===== config.mk =====
export PLATFORM = sky130hd
export DESIGN_NAME = ascii_to_signed_integer_parser
export DESIGN_NICKNAME = d
export VERILOG_FILES = /design/src/design/a2i_pkg.sv /design/src/design/a2i_acc.sv /design/src/design/ascii_to_signed_integer_parser.sv
export SDC_FILE = /design/constraint.sdc
export NUM_CORES = 1
export LEC_CHECK = 0
export BUFFER_PORTS_ARGS = -buffer_cell sky130_fd_sc_hd__buf_2
export CORE_UTILIZATION = 65
export DETAILED_ROUTE_END_ITERATION = 12
export PLACE_DENSITY = 0.83
export SLEW_MARGIN = 20
export SYNTH_ARGS = -nofsm -noshare
export SYNTH_HDL_FRONTEND = slang
export SYNTH_SLANG_ARGS = --single-unit

===== constraint.sdc =====
create_clock -name clk -period 12.1 [get_ports clk]
set_input_delay 1.815 -clock clk [delete_from_list [all_inputs] [get_ports clk]]
set_output_delay 1.815 -clock clk [all_outputs]
set_load 0.01 [all_outputs]

===== src/design/a2i_pkg.sv =====
// ----------------------------------------------------------------------------
// a2i_pkg
// Shared types, codes and character helpers for the ASCII integer parser.
// ----------------------------------------------------------------------------
package a2i_pkg;

    typedef enum logic [2:0] {
        PH_SKIP,
        PH_SIGNED,
        PH_ZERO,
        PH_X,
        PH_DIGITS
    } phase_t;

    typedef enum logic [1:0] {
        ST_OK    = 2'd0,
        ST_RANGE = 2'd1,
        ST_NONE  = 2'd2
    } status_t;

    localparam int BASE_BITS = 6;
    localparam int DATA_BITS = 32;
    localparam int ADDR_BITS = 2;

    localparam logic [ADDR_BITS-1:0] ADDR_RADIX = 2'd0;

    localparam logic [BASE_BITS-1:0] NOT_DIGIT   = 6'd63;
    localparam logic [BASE_BITS-1:0] BASE_AUTO   = 6'd0;
    localparam logic [BASE_BITS-1:0] BASE_MIN    = 6'd2;
    localparam logic [BASE_BITS-1:0] BASE_OCT    = 6'd8;
    localparam logic [BASE_BITS-1:0] BASE_DEC    = 6'd10;
    localparam logic [BASE_BITS-1:0] BASE_HEX    = 6'd16;
    localparam logic [BASE_BITS-1:0] BASE_MAX    = 6'd36;
    localparam logic [BASE_BITS-1:0] RADIX_RESET = 6'd10;

    localparam logic [7:0] CH_TAB   = 8'h09;
    localparam logic [7:0] CH_CR    = 8'h0D;
    localparam logic [7:0] CH_SPACE = 8'h20;
    localparam logic [7:0] CH_PLUS  = 8'h2B;
    localparam logic [7:0] CH_MINUS = 8'h2D;
    localparam logic [7:0] CH_0     = 8'h30;
    localparam logic [7:0] CH_9     = 8'h39;
    localparam logic [7:0] CH_UA    = 8'h41;
    localparam logic [7:0] CH_UX    = 8'h58;
    localparam logic [7:0] CH_UZ    = 8'h5A;
    localparam logic [7:0] CH_LA    = 8'h61;
    localparam logic [7:0] CH_LX    = 8'h78;
    localparam logic [7:0] CH_LZ    = 8'h7A;

    // digit value 0..35, NOT_DIGIT otherwise
    function automatic logic [BASE_BITS-1:0] digit_of(input logic [7:0] c);
        logic [7:0] t;
        t = {2'b00, NOT_DIGIT};
        if (c >= CH_0 && c <= CH_9)
        begin
            t = c - CH_0;
        end
        else if (c >= CH_UA && c <= CH_UZ)
        begin
            t = c - CH_UA + 8'd10;
        end
        else if (c >= CH_LA && c <= CH_LZ)
        begin
            t = c - CH_LA + 8'd10;
        end
        return t[BASE_BITS-1:0];
    endfunction

endpackage


===== src/design/a2i_acc.sv =====
// ----------------------------------------------------------------------------
// a2i_acc
// Digit accumulate: magnitude * base + digit with signed-limit range test.
// ----------------------------------------------------------------------------
module a2i_acc #(
    parameter int VALUE_BITS = 32
) (
    input  logic [VALUE_BITS-1:0]          magnitude,
    input  logic [a2i_pkg::BASE_BITS-1:0]  base,
    input  logic [a2i_pkg::BASE_BITS-1:0]  digit,
    input  logic                           negative,
    output logic [VALUE_BITS-1:0]          sum,
    output logic                           over
);
    import a2i_pkg::*;

    localparam int PW = VALUE_BITS + BASE_BITS + 1;

    logic [PW-1:0] prod;
    logic [PW-1:0] lim;

    // digit < base, so prod > lim is the cutoff/cutlim test
    assign prod = PW'(magnitude) * PW'(base) + PW'(digit);
    assign lim  = (PW'(1) << (VALUE_BITS - 1)) - (negative ? PW'(0) : PW'(1));
    assign over = prod > lim;
    assign sum  = prod[VALUE_BITS-1:0];

endmodule


===== src/design/ascii_to_signed_integer_parser.sv =====
// ----------------------------------------------------------------------------
// ascii_to_signed_integer_parser
// Streaming strtol-style parser: one character per request, one result per
// number (value, status, consumed).
// ----------------------------------------------------------------------------
//  channel | signals                                  | dir
//  --------+------------------------------------------+-----
//  in      | in_valid, in_ready, char_in              | in
//  out     | out_valid, out_ready, value, status,     | out
//          | consumed                                 |
//  cfg     | psel, penable, pwrite, paddr, pwdata,    | in
//          | prdata, pready (radix at 0x0)            |
//
//  One character per cycle while no result waits; a result is registered
//  as the ending character leaves the input register, which feeds one
//  multiply-add and range compare into the state and result registers.
//  Reset returns radix to 10 and the parser to whitespace skipping.
//  The input register holds while a result waits in the output register.
// ----------------------------------------------------------------------------
module ascii_to_signed_integer_parser #(
    parameter int VALUE_BITS = 32,
    parameter int COUNT_BITS = 16
) (
    input  logic                           clk,
    input  logic                           rst_n,
    input  logic                           psel,
    input  logic                           penable,
    input  logic                           pwrite,
    input  logic [a2i_pkg::ADDR_BITS-1:0]  paddr,
    input  logic [a2i_pkg::DATA_BITS-1:0]  pwdata,
    output logic [a2i_pkg::DATA_BITS-1:0]  prdata,
    output logic                           pready,
    input  logic                           in_valid,
    output logic                           in_ready,
    input  logic [7:0]                     char_in,
    output logic                           out_valid,
    input  logic                           out_ready,
    output logic signed [VALUE_BITS-1:0]   value,
    output logic [1:0]                     status,
    output logic [COUNT_BITS-1:0]          consumed
);
    import a2i_pkg::*;

    logic [BASE_BITS-1:0]  radix_reg;

    logic                  s1_valid_reg;
    logic [7:0]            char_reg;
    logic                  proceed;

    phase_t                phase_reg, phase_next;
    logic                  negative_reg, negative_next;
    logic [VALUE_BITS-1:0] magnitude_reg, magnitude_next;
    logic                  seen_reg, seen_next;
    logic                  ovf_reg, ovf_next;
    logic [BASE_BITS-1:0]  base_reg, base_next;
    logic [COUNT_BITS-1:0] count_reg, count_next;

    logic                  out_valid_reg;
    logic [VALUE_BITS-1:0] value_reg, value_next;
    status_t               status_reg, status_next;
    logic [COUNT_BITS-1:0] consumed_reg, consumed_next;

    logic                  emit;
    logic                  is_space;
    logic                  is_sign;
    logic                  is_x;
    logic                  zero_prefix;
    logic                  base_bad;
    logic                  digit_ok;
    logic [BASE_BITS-1:0]  dig;
    logic [BASE_BITS-1:0]  first_base;
    logic [BASE_BITS-1:0]  step_base;
    logic [COUNT_BITS:0]   count_sum;
    logic [COUNT_BITS-1:0] count_inc;
    logic [VALUE_BITS-1:0] acc_sum;
    logic                  acc_over;

    // configuration port
    assign pready = 1'b1;
    assign prdata = (paddr == ADDR_RADIX)
                  ? {{(DATA_BITS-BASE_BITS){1'b0}}, radix_reg} : '0;

    always_ff @(posedge clk or negedge rst_n)
    begin
        if (!rst_n)
        begin
            radix_reg <= RADIX_RESET;
        end
        else if (psel && penable && pwrite && pready && paddr == ADDR_RADIX)
        begin
            radix_reg <= pwdata[BASE_BITS-1:0];
        end
    end

    // input register
    assign proceed  = s1_valid_reg && (!out_valid_reg || out_ready);
    assign in_ready = !s1_valid_reg || proceed;

    always_ff @(posedge clk or negedge rst_n)
    begin
        if (!rst_n)
        begin
            s1_valid_reg <= 1'b0;
        end
        else if (in_valid && in_ready)
        begin
            s1_valid_reg <= 1'b1;
        end
        else if (proceed)
        begin
            s1_valid_reg <= 1'b0;
        end
    end

    always_ff @(posedge clk)
    begin
        if (in_valid && in_ready)
        begin
            char_reg <= char_in;
        end
    end

    // character decode
    assign dig         = digit_of(char_reg);
    assign is_space    = (char_reg == CH_SPACE) || (char_reg >= CH_TAB && char_reg <= CH_CR);
    assign is_sign     = (char_reg == CH_PLUS) || (char_reg == CH_MINUS);
    assign is_x        = (char_reg == CH_LX) || (char_reg == CH_UX);
    assign zero_prefix = (radix_reg == BASE_AUTO || radix_reg == BASE_HEX)
                         && (char_reg == CH_0);
    assign first_base  = (radix_reg == BASE_AUTO) ? BASE_DEC : radix_reg;
    assign base_bad    = (first_base < BASE_MIN) || (first_base > BASE_MAX);

    always_comb
    begin
        unique case (phase_reg)
            PH_SKIP, PH_SIGNED: step_base = first_base;
            PH_ZERO:            step_base = (base_reg == BASE_HEX) ? BASE_HEX : BASE_OCT;
            PH_X:               step_base = BASE_HEX;
            PH_DIGITS:          step_base = base_reg;
            default:            step_base = base_reg;
        endcase
    end

    assign digit_ok = dig < step_base;

    assign count_sum = {1'b0, count_reg}
                     + ((phase_reg == PH_X) ? (COUNT_BITS+1)'(2) : (COUNT_BITS+1)'(1));
    assign count_inc = count_sum[COUNT_BITS] ? {COUNT_BITS{1'b1}}
                                             : count_sum[COUNT_BITS-1:0];

    a2i_acc #(
        .VALUE_BITS (VALUE_BITS)
    ) u_acc (
        .magnitude (magnitude_reg),
        .base      (step_base),
        .digit     (dig),
        .negative  (negative_reg),
        .sum       (acc_sum),
        .over      (acc_over)
    );

    // end-of-number decision and result
    always_comb
    begin
        unique case (phase_reg)
            PH_SKIP:   emit = !is_space && !is_sign && !zero_prefix
                              && (base_bad || !digit_ok);
            PH_SIGNED: emit = !zero_prefix && (base_bad || !digit_ok);
            PH_ZERO:   emit = !is_x && !digit_ok;
            PH_X:      emit = !digit_ok;
            PH_DIGITS: emit = !digit_ok;
            default:   emit = 1'b0;
        endcase

        if (ovf_reg)
        begin
            value_next    = negative_reg ? {1'b1, {(VALUE_BITS-1){1'b0}}}
                                         : {1'b0, {(VALUE_BITS-1){1'b1}}};
            status_next   = ST_RANGE;
            consumed_next = count_reg;
        end
        else if (!seen_reg)
        begin
            value_next    = '0;
            status_next   = ST_NONE;
            consumed_next = '0;
        end
        else
        begin
            value_next    = negative_reg ? (~magnitude_reg + VALUE_BITS'(1)) : magnitude_reg;
            status_next   = ST_OK;
            consumed_next = count_reg;
        end
    end

    // parse state next value
    always_comb
    begin
        phase_next     = phase_reg;
        negative_next  = negative_reg;
        magnitude_next = magnitude_reg;
        seen_next      = seen_reg;
        ovf_next       = ovf_reg;
        base_next      = base_reg;
        count_next     = count_reg;

        if (emit)
        begin
            phase_next     = PH_SKIP;
            negative_next  = 1'b0;
            magnitude_next = '0;
            seen_next      = 1'b0;
            ovf_next       = 1'b0;
            base_next      = '0;
            count_next     = '0;
        end
        else if (phase_reg == PH_SKIP && is_space)
        begin
            count_next = count_inc;
        end
        else if (phase_reg == PH_SKIP && is_sign)
        begin
            negative_next = (char_reg == CH_MINUS);
            count_next    = count_inc;
            phase_next    = PH_SIGNED;
        end
        else if ((phase_reg == PH_SKIP || phase_reg == PH_SIGNED) && zero_prefix)
        begin
            base_next      = radix_reg;
            seen_next      = 1'b1;
            magnitude_next = '0;
            count_next     = count_inc;
            phase_next     = PH_ZERO;
        end
        else if (phase_reg == PH_ZERO && is_x)
        begin
            phase_next = PH_X;
        end
        else
        begin
            // digit taken in step_base
            base_next  = step_base;
            seen_next  = 1'b1;
            count_next = count_inc;
            phase_next = PH_DIGITS;
            if (ovf_reg || acc_over)
            begin
                ovf_next = 1'b1;
            end
            else
            begin
                magnitude_next = acc_sum;
            end
        end
    end

    always_ff @(posedge clk or negedge rst_n)
    begin
        if (!rst_n)
        begin
            phase_reg     <= PH_SKIP;
            negative_reg  <= 1'b0;
            magnitude_reg <= '0;
            seen_reg      <= 1'b0;
            ovf_reg       <= 1'b0;
            base_reg      <= '0;
            count_reg     <= '0;
        end
        else if (proceed)
        begin
            phase_reg     <= phase_next;
            negative_reg  <= negative_next;
            magnitude_reg <= magnitude_next;
            seen_reg      <= seen_next;
            ovf_reg       <= ovf_next;
            base_reg      <= base_next;
            count_reg     <= count_next;
        end
    end

    // result register
    always_ff @(posedge clk or negedge rst_n)
    begin
        if (!rst_n)
        begin
            out_valid_reg <= 1'b0;
        end
        else if (proceed && emit)
        begin
            out_valid_reg <= 1'b1;
        end
        else if (out_ready)
        begin
            out_valid_reg <= 1'b0;
        end
    end

    always_ff @(posedge clk)
    begin
        if (proceed && emit)
        begin
            value_reg    <= value_next;
            status_reg   <= status_next;
            consumed_reg <= consumed_next;
        end
    end

    assign out_valid = out_valid_reg;
    assign value     = value_reg;
    assign status    = status_reg;
    assign consumed  = consumed_reg;

    // checks
    a_none_is_empty: assert property (@(posedge clk) disable iff (!rst_n)
        out_valid && status == ST_NONE |-> value == '0 && consumed == '0)
        else $error("no-conversion result carries data");

    a_conv_counts: assert property (@(posedge clk) disable iff (!rst_n)
        out_valid && status != ST_NONE |-> consumed != '0)
        else $error("conversion with zero characters consumed");

    a_range_limit: assert property (@(posedge clk) disable iff (!rst_n)
        out_valid && status == ST_RANGE |->
        value == {1'b1, {(VALUE_BITS-1){1'b0}}} || value == {1'b0, {(VALUE_BITS-1){1'b1}}})
        else $error("overflow result not saturated");

    a_input_hold: assert property (@(posedge clk) disable iff (!rst_n)
        s1_valid_reg && !proceed |=> s1_valid_reg && $stable(char_reg))
        else $error("stalled character lost");

endmodule

Word-level counts from Yosys, hierarchy flattened
Cells that the tools add are included.
W data, S select, Z words.

word-level totals
  register bits after elaboration = 126
  word-level logic and storage cells = 165
  input bits = 49
  output and inout bits = 85

cells by class
  $lt $le $gt $ge = 12
  equality and inequality tests = 19
  multiplexer cells = 57
  reductions and logical operators = 52
  multiply operators = 1
  bitwise logic cells = 1
  add/sub/neg operators = 9

operators by type and width
  kind                      number
  $mux W32                  10
  $mux W16                  8
  $mux W6                   10
  $add A38 B6 Y39           1
  $gt A39 B39 Y1            1
  $sub A33 B39 Y39 const A  1
  $mul A32 B6 Y38           1
  $add A32 B1 Y32 const B   1
  $eq A8 B6 Y1 const B      4
  $not A32 Y32              1
  $logic_and A1 B1 Y1       20
  $mux W1                   19
  $pmux W6 S3               1
  $add A16 B2 Y17           1
  $eq A8 B7 Y1 const B      2
  $ge A8 B7 Y1 const B      2
  $le A8 B7 Y1 const B      2
  $mux W3                   5
  $add A6 B4 Y6 const B     2
  $eq A6 B5 Y1 const B      2
  $sub A6 B6 Y6 const B     2
  $logic_or A1 B1 Y1        10
  $ge A8 B4 Y1 const B      1
  $ge A8 B6 Y1 const B      1
  26 further kinds          43

Longest topological paths before layout
  depth in word-level cells = 14
  mapped depth = 38
  mapped depth without buffers = 37

Cells and area by module
Synthesis repeated with hierarchy kept, for this count alone.

second synthesis, totals
  cells, all modules = 1539
  area total of the unflattened synthesis = 14347.5 um2

modules (own cells, without submodules)
  module                          seq. area each (um2)  cells an instance  instances  area an instance (um2)
  a2i_acc                         0.0                   851                1          7313.3
  ascii_to_signed_integer_parser  3445.8                688                1          7034.2

Least setup slack after synthesis
OpenSTA, ideal clock, no wires.

  path type = reg2reg
  start point = register radix_reg[0]
  end point = register magnitude_reg[2]
  cell stages (with the launch flop) = 37
  library setup time = 0.121 ns
  data arrival time = 8.219 ns
  setup slack = 3.760 ns
  period minus slack after synthesis = 8.340 ns
  path buffers = 2
  cells stage by stage = dfrtp_1 > nor3_1 > nand2b_1 > nor2_1 > nor2_1 > o21a_1 > o21ai_1 > clkbuf_1 > nand2_1 > fa_1 > fa_1 > inv_1 > fa_1 > inv_1 > fa_1 > inv_1 > ha_1 > o211ai_1 > a21oi_1 > o211ai_1 > o41ai_2 > nand3_1 > o31a_1 > o21ai_1 > xor2_1 > ha_1 > nand2_1 > o21ai_1 > and2_1 > a2111oi_1 > or4b_1 > a21oi_1 > nor4b_2 > nand4_2 > a31o_4 > buf_6 > a22o_1

between the ends
  word-level cells in the longest chain between the ends = 11

RTL lines
  what                                                                      RTL line                               RTL
  from (decl)                                                               ascii_to_signed_integer_parser.sv:44   logic [BASE_BITS-1:0] radix_reg;
  from (signal assigned)                                                    ascii_to_signed_integer_parser.sv:91   radix_reg <= pwdata[BASE_BITS-1:0];
  parallel branches: the longest is 11 deep, another holds $add A38 B6 Y39  n/a
  to (signal assigned)                                                      ascii_to_signed_integer_parser.sv:273  magnitude_reg <= magnitude_next;
  to (decl)                                                                 ascii_to_signed_integer_parser.sv:52   logic [VALUE_BITS-1:0] magnitude_reg, magnitude_next;

Parallel ways; which one is timed is not known. The select of a mux whose other input is x is not followed.
A chain may end at the register's enable or synchronous reset.

Final worst setup path
  start point = register phase_reg[2]
  end point = register magnitude_reg[1]

between the ends
  word-level cells in the longest chain between the ends = 11

RTL lines
  what                                                                      RTL line                               RTL
  from (decl)                                                               ascii_to_signed_integer_parser.sv:50   phase_t phase_reg, phase_next;
  from (signal assigned)                                                    ascii_to_signed_integer_parser.sv:271  phase_reg <= phase_next;
  parallel branches: the longest is 11 deep, another holds $add A38 B6 Y39  n/a

Parallel ways; which one is timed is not known. The select of a mux whose other input is x is not followed.

==> metrics <==
Multi-input gate area=9772 um2; CTS max path bufs=2; synthesized instance count=1631; fin cells=1942; io pins=134; Synth Area in Adders=29.21%; layout cells sized above 1=9.778%; CTS tree=built; crit start category=flip-flop; most common cell after layout, fill and taps aside=nor2_1; final setup TNS=0 ns; global-route wire length before repair=58240 um; Crit-path slowest cell=inv_1; dpl cells=1910; vias in the first global route=11790; die width=150.4 um; R2R setup slack=1.75 ns; all-layer global routing usage=32.73%; row count=53; initial DRC count=1028; NetSw=1.342 mW; worst clock skew=0.01187 ns; r2r startpoint=phase_reg[2]; synth top area cells=fa_1 17%, edfxtp_1 12%, ha_1 12%, dfrtp_1 12%, a21oi_1 4.7%; register area=3446 um2; crit path DAT=10.70 ns; DRC errors left=0; commonest cells after routing, fill and taps aside=176 x nor2_1, 161 x nand2_1, 152 x inv_1; max_slew headroom=29.33%; number of synthesis warnings=0; DP Worst Slack=1.906 ns; sequential area share after synthesis=24.08%; area leader, netlist=fa_1; first-pass iteration count of the detailed router=6; R2R depth=34; Synth Area in XOR/XNOR=2.204%; mapped cell area=14310 um2; Initial Util=67.21%; total gr overflow=0; critical path fanouts, max=32; post_cts resized=0; largest net degree at the start of global routing=69; Seq cells post-synth=126; final setup fails=0; Post-Synth Simple-Gate Area=18.25%; Post-CTS Hold Buffers=0; worst setup margin=1.749 ns; kind of critical path=flip-flop to flip-flop; post-route ant nets=0; Vias=12184; Die Height=150.4 um; Hold WS=0.5192 ns; Synth Area in Compound Gates=16.76%; die area=22610 um2; Layout area overhead=6.454%; Reg power frac=25.5%; mux contribution to synthesized area=1.154%; CP required=12.45 ns; diode count=0; crit path capture type=flip-flop; Worst Hold Class=flip-flop to flip-flop; DP HPWL=26440 um; placed cell areas=14660 um2; slowest stage delay, CP=0.61 ns; Vias/cell=6.274; top_reg_cell synth=dfrtp_1; Final nets=1962; Leak=7.325 nW; clk root buf=clkbuf_16; TritonCTS Buffers=17; Levels on crit path=34; final RePlAce weighted congestion=0.9401; fin area=15230 um2; EDFF count, synth=58; actual slew at the worst max-slew pin=1.059 ns; largest family of logic cells by synthesized area=adder cells; initial antenna violation count=0; CTS clk-pin slew, worst paths=0.06 ns; R2R Path End=magnitude_reg[1]; RSZ-0062 raised after global routing=no; fin crit share=85.54%; PwrDens=179.8 nW/um2; Hold Path Origin=base_reg[1]; fill cell count=1573; max_cap viols=0; clock power share=18.0%; top-area cell type share of the netlist area=17.49%; Routed WL=35620 um; Final Hold Viols=0; Max VDD drop=142.2 uV; Crit path top cell by count=inv_1; Cell Int Power=1.396 mW; WHS Endpoint=base_reg[1]; crit path from=phase_reg[2]; Sinks on Clock Net=126; Comb power frac=56.5%; Core Region=21290 um2; Buffers & Inverters on Critical Path=7; fmax=96.61 MHz; Skew-Pair Late Insertion Delay=0.42 ns; Switching Fraction=49.02%; Avg Inst Size Synth=8.772 um2; final slew viol count=0; H-tree depth=4; crit path time final=10.35 ns; ys async rst share=53.97%; drt wl/cell=18.34 um; Distinct cells, synth=90; number of cells on the worst hold path=2; Post-CTS Setup Bufs=0; CP top delay family=compound AO/OA/AOI/OAI gates; status=finished, final reports clean; I/O Buffers=80
[kinds of logic after synthesis]
family	Yosys count
other	2
adder cells (fa/ha/maj)	259
flip-flops	126
buffers and inverters	273
AO/OA/AOI/OAI	377
AND/OR/NAND/NOR	543
XOR/XNOR	36
multiplexers	15
[per-stage QoR]
stage	power [mW]	utilization, %
after floorplan	1.796	-
after global placement	2.150	68.86
after detailed placement	2.195	68.86
after CTS	2.712	71.54
after global routing	2.929	71.55
final	2.738	71.55
[layout make-up]
class / count / share of cell area, %
Clock buffer: 17 / 2.793
Sequential cell: 126 / 22.62
Timing Repair Buffer: 94 / 3.319
Clock inverter: 15 / 0.9529
Tap cell: 275 / 2.259
Multi-Input combinational cell: 1257 / 64.16
Inverter: 158 / 3.894
[how the worst max path moves through the flow]
stage | slack, ns | endpoint
after CTS | 1.91 | magnitude_reg[1]
after global routing | 1.36 | magnitude_reg[17]
after floorplan | 3.76 | magnitude_reg[2]
after global placement | 2.18 | magnitude_reg[12]
after detailed placement | 1.91 | magnitude_reg[10]
final | 1.75 | magnitude_reg[1]
[Yosys cell counts (all sizes together) (29+ instances only)]
| master | n |
|---|---|
| nor2 | 178 |
| nand2 | 161 |
| inv | 154 |
| a21oi | 134 |
| ha | 134 |
| fa | 125 |
| o21ai | 97 |
| dfrtp | 66 |
| clkbuf | 60 |
| edfxtp | 58 |
| buf | 55 |
| a22o | 38 |
| and2 | 35 |
| nor3 | 29 |
[layer usage]
layer	global-route usage (%)	part of all wire [%]	wire length [um]	vias up
met5	0	0	0	-
met4	11.41	3.0	1059	0
li1	-	-	-	5596
met3	5.758	9.1	3232	120
met1	43.40	41	14530	5785
met2	53.94	47	16800	683
[power groups by stage]
stage	sequential (mW)	clock, mW	combinational, mW
floorplan	0.675	0	1.12
global placement	0.693	0	1.46
detailed placement	0.698	0	1.50
CTS	0.692	0.495	1.52
global route	0.710	0.513	1.71
finish	0.697	0.493	1.55
[worst min-delay path, cell delays in order (launching register included)]
cell,delay (ns)
dfrtp_1,0.37
nand2_1,0.05
o21ai_0,0.06
No activity file was read; power rests on OpenSTA's default activity.
